`config.mk`:
```
export PLATFORM = sky130hd
export DESIGN_NAME = lru_key_value_cache_flat
export DESIGN_NICKNAME = d
export VERILOG_FILES = /design/src/rtl/lkvc_pkg.sv /design/src/rtl/lkvc_in_if.sv /design/src/rtl/lkvc_out_if.sv /design/src/rtl/lkvc_datapath.sv /design/src/rtl/lkvc_ctrl.sv /design/src/rtl/lru_key_value_cache.sv /design/src/flat_wrapper.sv
export SDC_FILE = /design/constraint.sdc
export NUM_CORES = 1
export LEC_CHECK = 0
export BUFFER_PORTS_ARGS = -buffer_cell sky130_fd_sc_hd__buf_2
export CORE_MARGIN = 2
export CORE_UTILIZATION = 62
export DETAILED_ROUTE_END_ITERATION = 12
export PLACE_DENSITY_LB_ADDON = 0.1
export SKIP_LAST_GASP = 1
export SLEW_MARGIN = 20
export SYNTH_ARGS = -nofsm -noshare
export SYNTH_HDL_FRONTEND = slang
export SYNTH_HIERARCHICAL = 1
export SYNTH_SLANG_ARGS = --single-unit
```
`constraint.sdc`:
```
create_clock -name clk -period 11.21 [get_ports clk]
set_input_delay 0.5605 -clock clk [delete_from_list [all_inputs] [get_ports clk]]
set_output_delay 0.5605 -clock clk [all_outputs]
set_load 0.05 [all_outputs]
```
`src/rtl/lkvc_pkg.sv`:
```
package lkvc_pkg;

  localparam int unsigned Entries = 16;
  localparam int unsigned IdxW = $clog2(Entries);
  localparam int unsigned RankW = $clog2(Entries);
  localparam int unsigned CapW = 5;
  localparam int unsigned KeyW = 32;
  localparam int unsigned ValW = 32;
  localparam logic [CapW-1:0] CapReset = CapW'(16);

  typedef enum logic {
    OP_GET = 1'b0,
    OP_PUT = 1'b1
  } op_t;

  typedef struct packed {
    logic clear;
    logic start;
    logic scan_step;
    logic fill_step;
    logic age_step;
  } cmd_t;

  typedef struct packed {
    logic scan_last;
    logic fill_last;
    logic age_last;
  } status_t;

endpackage

```
`src/rtl/lkvc_in_if.sv`:
```
interface lkvc_in_if;
  logic valid;
  logic ready;
  logic opcode;
  logic signed [lkvc_pkg::KeyW-1:0] key;
  logic signed [lkvc_pkg::ValW-1:0] data_in;

  modport source (output valid, opcode, key, data_in, input ready);
  modport sink (input valid, opcode, key, data_in, output ready);
endinterface

```
`src/rtl/lkvc_out_if.sv`:
```
interface lkvc_out_if;
  logic valid;
  logic ready;
  logic found;
  logic signed [lkvc_pkg::ValW-1:0] data_out;

  modport source (output valid, found, data_out, input ready);
  modport sink (input valid, found, data_out, output ready);
endinterface

```
`src/rtl/lkvc_datapath.sv`:
```
module lkvc_datapath (
  input  logic clk,
  input  logic rst,
  input  lkvc_pkg::cmd_t cmd,
  output lkvc_pkg::status_t status,
  input  logic [lkvc_pkg::CapW-1:0] cap_wdata,
  input  logic in_opcode,
  input  logic [lkvc_pkg::KeyW-1:0] in_key,
  input  logic [lkvc_pkg::ValW-1:0] in_data,
  output logic res_found,
  output logic [lkvc_pkg::ValW-1:0] res_data
);

  localparam int unsigned IdxW = lkvc_pkg::IdxW;
  localparam int unsigned RankW = lkvc_pkg::RankW;

  logic [lkvc_pkg::KeyW-1:0] keys [lkvc_pkg::Entries];
  logic [lkvc_pkg::ValW-1:0] vals [lkvc_pkg::Entries];
  logic [lkvc_pkg::Entries-1:0] valid;
  logic [RankW-1:0] rank [lkvc_pkg::Entries];
  logic [IdxW:0] occupancy;
  logic [lkvc_pkg::CapW-1:0] capacity;

  logic op;
  logic [lkvc_pkg::KeyW-1:0] key;
  logic [lkvc_pkg::ValW-1:0] data;
  logic [IdxW-1:0] ptr;
  logic hit;
  logic [IdxW-1:0] hit_idx;
  logic free_seen;
  logic [IdxW-1:0] free_idx;
  logic old_seen;
  logic [IdxW-1:0] old_idx;
  logic do_promote;
  logic [IdxW-1:0] slot;
  logic [RankW:0] limit;

  logic [IdxW:0] cap_eff;
  logic [lkvc_pkg::KeyW-1:0] rd_key;
  logic [RankW-1:0] rd_rank;
  logic rd_valid;

  assign cap_eff = (capacity > lkvc_pkg::CapW'(lkvc_pkg::Entries)) ?
                   (IdxW+1)'(lkvc_pkg::Entries) : (IdxW+1)'(capacity);
  assign rd_key = keys[ptr];
  assign rd_rank = rank[ptr];
  assign rd_valid = valid[ptr];

  assign status.scan_last = (ptr == IdxW'(lkvc_pkg::Entries - 1));
  assign status.fill_last = 1'b1;
  assign status.age_last = (ptr == IdxW'(lkvc_pkg::Entries - 1));

  always_ff @(posedge clk) begin
    if (rst) begin
      capacity <= lkvc_pkg::CapReset;
      valid <= '0;
      occupancy <= '0;
      for (int i = 0; i < lkvc_pkg::Entries; i++) begin
        rank[i] <= '0;
      end
    end else if (cmd.clear) begin
      capacity <= cap_wdata;
      valid <= '0;
      occupancy <= '0;
    end else begin
      if (cmd.start) begin
        op <= in_opcode;
        key <= in_key;
        data <= in_data;
        ptr <= '0;
        hit <= 1'b0;
        free_seen <= 1'b0;
        old_seen <= 1'b0;
        do_promote <= 1'b0;
      end
      if (cmd.scan_step) begin
        if (rd_valid && rd_key == key && !hit) begin
          hit <= 1'b1;
          hit_idx <= ptr;
        end
        if (!rd_valid && !free_seen) begin
          free_seen <= 1'b1;
          free_idx <= ptr;
        end
        if (rd_valid && !old_seen && occupancy != '0 &&
            (IdxW+1)'(rd_rank) == occupancy - 1'b1) begin
          old_seen <= 1'b1;
          old_idx <= ptr;
        end
        ptr <= ptr + 1'b1;
      end
      if (cmd.fill_step) begin
        ptr <= '0;
        if (hit) begin
          res_found <= 1'b1;
          res_data <= (op == lkvc_pkg::OP_GET) ? vals[hit_idx] : '0;
          if (op == lkvc_pkg::OP_PUT) begin
            vals[hit_idx] <= data;
          end
          do_promote <= 1'b1;
          slot <= hit_idx;
          limit <= (RankW+1)'(rank[hit_idx]);
        end else begin
          res_found <= 1'b0;
          res_data <= (op == lkvc_pkg::OP_GET) ? '1 : '0;
          if (op == lkvc_pkg::OP_PUT && cap_eff != '0) begin
            if (occupancy < cap_eff) begin
              if (free_seen) begin
                keys[free_idx] <= key;
                vals[free_idx] <= data;
                valid[free_idx] <= 1'b1;
                occupancy <= occupancy + 1'b1;
                do_promote <= 1'b1;
                slot <= free_idx;
                limit <= (RankW+1)'(occupancy);
              end
            end else if (old_seen) begin
              keys[old_idx] <= key;
              vals[old_idx] <= data;
              do_promote <= 1'b1;
              slot <= old_idx;
              limit <= (RankW+1)'(rank[old_idx]);
            end
          end
        end
      end
      if (cmd.age_step) begin
        if (do_promote) begin
          if (ptr == slot) begin
            rank[ptr] <= '0;
          end else if (rd_valid && (RankW+1)'(rd_rank) < limit) begin
            rank[ptr] <= rd_rank + 1'b1;
          end
        end
        ptr <= ptr + 1'b1;
      end
    end
  end

endmodule

```
`src/rtl/lkvc_ctrl.sv`:
```
module lkvc_ctrl (
  input  logic clk,
  input  logic rst,
  input  logic in_valid,
  output logic in_ready,
  output logic out_valid,
  input  logic out_ready,
  input  logic cap_we,
  input  lkvc_pkg::status_t status,
  output lkvc_pkg::cmd_t cmd
);

  typedef enum logic [4:0] {
    S_IDLE = 5'b00001,
    S_SCAN = 5'b00010,
    S_FILL = 5'b00100,
    S_AGE  = 5'b01000,
    S_OUT  = 5'b10000
  } state_t;

  state_t state, state_next;

  assign in_ready = (state == S_IDLE);
  assign out_valid = (state == S_OUT);

  always_comb begin
    state_next = state;
    cmd = '0;
    cmd.clear = cap_we;
    case (state)
      S_IDLE: begin
        if (in_valid) begin
          cmd.start = 1'b1;
          state_next = S_SCAN;
        end
      end
      S_SCAN: begin
        cmd.scan_step = 1'b1;
        if (status.scan_last) state_next = S_FILL;
      end
      S_FILL: begin
        cmd.fill_step = 1'b1;
        if (status.fill_last) state_next = S_AGE;
      end
      S_AGE: begin
        cmd.age_step = 1'b1;
        if (status.age_last) state_next = S_OUT;
      end
      S_OUT: begin
        if (out_ready) begin
          state_next = S_IDLE;
        end
      end
      default: state_next = S_IDLE;
    endcase
  end

  always_ff @(posedge clk) begin
    if (rst) begin
      state <= S_IDLE;
    end else begin
      state <= state_next;
    end
  end

endmodule

```
`src/rtl/lru_key_value_cache.sv`:
```
// Fully associative 16-entry key/value store with least-recently-used
// replacement. Each get or put word yields one result word. Once the input
// word is taken, the controller steps through a scan over the entry arrays
// for the key match, a free slot and the oldest entry, an update state, and
// a pass that ages the recency ranks; then the result is valid. The result
// is held until taken and the next word is taken in the cycle after that.
// Writing capacity clears the store and takes effect at once; write it only
// while idle.
module lru_key_value_cache (
  input  logic clk,
  input  logic rst,
  input  logic cfg_we,
  input  logic [lkvc_pkg::CapW-1:0] cfg_wdata,
  lkvc_in_if.sink  in_ch,
  lkvc_out_if.source out_ch
);

  lkvc_pkg::cmd_t cmd;
  lkvc_pkg::status_t status;
  logic [lkvc_pkg::ValW-1:0] res_data;

  lkvc_ctrl u_ctrl (
    .clk(clk), .rst(rst),
    .in_valid(in_ch.valid), .in_ready(in_ch.ready),
    .out_valid(out_ch.valid), .out_ready(out_ch.ready),
    .cap_we(cfg_we), .status(status), .cmd(cmd)
  );

  lkvc_datapath u_dp (
    .clk(clk), .rst(rst), .cmd(cmd), .status(status),
    .cap_wdata(cfg_wdata),
    .in_opcode(in_ch.opcode), .in_key(in_ch.key), .in_data(in_ch.data_in),
    .res_found(out_ch.found), .res_data(res_data)
  );

  assign out_ch.data_out = res_data;

endmodule

```
`src/flat_wrapper.sv`:
```
// flat-port wrapper written by rule: the top's interface ports become plain ports
module lru_key_value_cache_flat 
  (clk, rst, cfg_we, cfg_wdata, in_ch_valid, in_ch_opcode, in_ch_key, in_ch_data_in, in_ch_ready, out_ch_valid, out_ch_found, out_ch_data_out, out_ch_ready);
  lkvc_in_if in_ch_i ();
  lkvc_out_if out_ch_i ();
  input  logic clk;
  input  logic rst;
  input  logic cfg_we;
  input  logic [lkvc_pkg::CapW-1:0] cfg_wdata;
  input wire logic [$bits(in_ch_i.valid)-1:0] in_ch_valid;
  input wire logic [$bits(in_ch_i.opcode)-1:0] in_ch_opcode;
  input wire logic [$bits(in_ch_i.key)-1:0] in_ch_key;
  input wire logic [$bits(in_ch_i.data_in)-1:0] in_ch_data_in;
  output wire logic [$bits(in_ch_i.ready)-1:0] in_ch_ready;
  output wire logic [$bits(out_ch_i.valid)-1:0] out_ch_valid;
  output wire logic [$bits(out_ch_i.found)-1:0] out_ch_found;
  output wire logic [$bits(out_ch_i.data_out)-1:0] out_ch_data_out;
  input wire logic [$bits(out_ch_i.ready)-1:0] out_ch_ready;
  assign in_ch_i.valid = in_ch_valid;
  assign in_ch_i.opcode = in_ch_opcode;
  assign in_ch_i.key = in_ch_key;
  assign in_ch_i.data_in = in_ch_data_in;
  assign in_ch_ready = in_ch_i.ready;
  assign out_ch_valid = out_ch_i.valid;
  assign out_ch_found = out_ch_i.found;
  assign out_ch_data_out = out_ch_i.data_out;
  assign out_ch_i.ready = out_ch_ready;
  lru_key_value_cache u_core (.clk(clk), .rst(rst), .cfg_we(cfg_we), .cfg_wdata(cfg_wdata), .in_ch(in_ch_i), .out_ch(out_ch_i));
endmodule
```
==> flow_summary.ini <==
[outcome]
status = completed

[placed_design]
hpwl_um = 61800
io_buffers = 109
gp_congestion = 0.855

[drt]
wl_per_cell_um = 29.5
wl_um = 113000
drt_first_pass_iters = 6
ant_nets = 0
drc = 0
avgViaCountPerCell = 6.64
drt_iter0_drc = 2844
via_count = 25500

[critical_path]
criticalPathCategory = flop to flop
r2r_setup_slack_ns = 6.28
arrival_ns = 5.23
reg2reg_to = u_core/u_dp/hit_idx[2]$_DFFE_PP_
worst_r2r_path_depth = 9
cp_max_fo = 51
worst_setup_path_end_kind = flop
worstPathRequired_ns = 11.52
start_kind = flop

[power]
p_per_area_nw_per_um2 = 167
max-vdd-ir-drop_v = 0.000145
finalPower_mw = 9.42
leakagePower_nw = 18.3

[clocking]
cts_sinks = 1258
clkSlewWorstSetupHoldPaths_ns = 0.07
max-clock-path-buffers = 3
cts_resized = 0
cts.htree.levels = 3
insertion_delay_ns = 0.70
numCtsBuffers = 120
cts_tree = done
root_buffer = clkbuf_16

[global_routing]
antenna_found_initial = 2
grt_pass1_wl_um = 167000
overflow = 0
track_usage_pct = 27.6
grt_pass1_vias = 25800
grt_max_degree = 67

[finish]
nNetsFinal = 2774
layout_commonest_cell = edfxtp_1
final_cell_mix = 1215 x edfxtp_1, 299 x mux4_2, 180 x nor2_1, 121 x clkbuf_16, 112 x mux2i_1
syn2layout_area_growth_pct = 11.3
drive_above_1_share_pct = 26.3

[timing]
setup_violations = 0
min_period_over_period_pct = 43.9
tightestPinTransition_ns = 1.14
setup_tns_ns = 0
slew_viol_final = 0
final_hold_viol_count = 0
min_period_ns = 4.93
max_freq_mhz = 203
fin_skew_ns = 0.0395
rsz0062_at_grt = no
slew_headroom_pct = 24.2

[yosys]
ys_ff_latch = 1258
synth_area_um2 = 50600
synthArstFlopShare_pct = 0
syn_inst = 2531
synth_edf_count = 1215
synthFlopType = edfxtp_1
ys_warn_count = 6
synth.distinct_cells = 81
ys_seq_area_share_pct = 73.8
syn_nets = 2620
syn_avg_cell_area_um2 = 20.0

[floorplan]
core_um2 = 80700
row_count = 104
die-area_um2 = 84000
die_y_um = 290
dieWidth_um = 290
ios = 110
initial_core_util_pct = 62.8

[worst_hold_path]
min_from = in_ch_data_in[4]
hp-class = input port to flop
worstHoldPathCells = 1
hold_end = u_core/u_dp/data[4]$_DFFE_PP_

[run]
drv_cap = 0
[synth_stat cells (all sizes together) (12+ instances only)]
| master | number | area [um2] |
|---|---|---|
| nor2 | 199 | 749 |
| mux2i | 112 | 1120 |
| dfxtp | 43 | 861 |
| ha | 14 | 175 |
| nand3 | 36 | 180 |
| mux4 | 315 | 7150 |
| xnor2 | 24 | 210 |
| buf | 74 | 509 |
| nand2 | 69 | 259 |
| a21oi | 31 | 155 |
| edfxtp | 1215 | 36500 |
| a221oi | 13 | 114 |
| and3 | 12 | 76.3 |
| mux2 | 27 | 319 |
| nor4 | 19 | 170 |
| inv | 23 | 86.3 |
| xor2 | 34 | 298 |
| nor2b | 15 | 93.8 |
| nor3 | 14 | 70.1 |
| o21ai | 24 | 120 |
| clkbuf | 66 | 254 |
| a22oi | 17 | 128 |
[flip-flops by register name, summed over array words and instances, names as in the netlist, 5 cells and up, named ones only]
register / cells
u_core/u_dp/capacity: 5
u_core/u_dp/keys: 512
u_core/u_dp/key: 32
u_core/u_dp/limit: 5
u_core/u_dp/occupancy: 5
u_core/u_dp/rank: 64
u_core/u_dp/data: 32
u_core/u_dp/vals: 512
u_core/u_dp/res_data: 32
u_core/u_dp/valid: 16
u_core/u_ctrl/state: 5
[how the worst max path moves through the flow]
stage                     startpoint  depth (start not counted)                                end  slack (ns)
final                           flop                          9   u_core/u_dp/hit_idx[2]$_DFFE_PP_        6.28
after floorplan               cfg_we                         11  u_core/u_dp/vals[10][0]$_DFFE_PP_        2.86
after global routing            flop                          9   u_core/u_dp/hit_idx[0]$_DFFE_PP_        5.93
after detailed placement        flop                          9   u_core/u_dp/hit_idx[2]$_DFFE_PP_        6.26
after CTS                       flop                          9   u_core/u_dp/hit_idx[2]$_DFFE_PP_        6.20
after global placement          flop                          9   u_core/u_dp/hit_idx[2]$_DFFE_PP_        6.36
[through the flow]
stage / hold slack (ns) / util [%] / std cells / setup WS (ns) / area (um2)
after floorplan: 0.431 / - / 2531 / 2.86 / 50600
after global placement: 0.445 / 65.0 / 3615 / 6.36 / 52400
after detailed placement: 0.460 / 65.0 / 3615 / 6.26 / 52400
after CTS: 0.000495 / 69.8 / 3844 / 6.20 / 56400
after global routing: 0.00441 / 69.9 / 3844 / 5.93 / 56400
final: 0.0326 / 69.9 / 3845 / 6.28 / 56400
[kinds of logic (layout without fill, tap and decap cells)]
| kind of cell | Yosys count | in the layout | synth area share [%] |
|---|---|---|---|
| DFF | 1258 | 1258 | 73.8 |
| muxes | 454 | 454 | 17.0 |
| and+or+nand+nor | 428 | 428 | 4.13 |
| buffers and inverters | 165 | 418 | 1.69 |
| AOI/OAI and AO/OA | 153 | 153 | 2.09 |
| xor gates and xnor gates | 58 | 58 | 1.00 |
| adders and majority gates | 14 | 14 | 0.346 |
| other | 1 | 2 | 0.00741 |
[worst max-delay path: stages, from the launching register on]
cell	delay, ns
dfxtp_4	0.92
buf_4	0.87
mux4_2	0.61
nor4_1	0.19
nor2_1	0.09
nor4bb_1	0.13
nor4_1	0.77
and3_1	0.26
nand4_1	0.13
nor3_1	0.51
[power by group]
group	internal [mW]	leakage [nW]	switching [mW]	total [mW]
clock	2.22	1.88	1.70	3.92
sequential	5.14	11.4	0.0613	5.21
combinational	0.131	5.02	0.163	0.294
[what timing repair did]
| action | CTS | global route |
|---|---|---|
| hold buffers | 8 | 0 |
| endpoints found under the hold margin | 8 | 0 |
| setup buffers | 0 | 0 |
[layout make-up]
cell class	instances	area, um2
sequential	1258	37400
multi-input combinational	1108	12700
inverter	25	93.8
tap	1060	1330
clock buffer	141	3120
fill	4909	24300
timing repair buffer	172	1040
clock inverter	80	729
antenna	1	2.50
[routing by layer]
layer | global-route usage [%] | up-vias | share of wire, %
met1 | 39.2 | 13500 | 40
li1 | - | 10700 | -
met2 | 45.4 | 1200 | 50
met3 | 4.38 | 181 | 7.7
met5 | 0 | - | 0.0097
met4 | 7.51 | 2 | 2.3
Power figures use the tool's default switching activity.
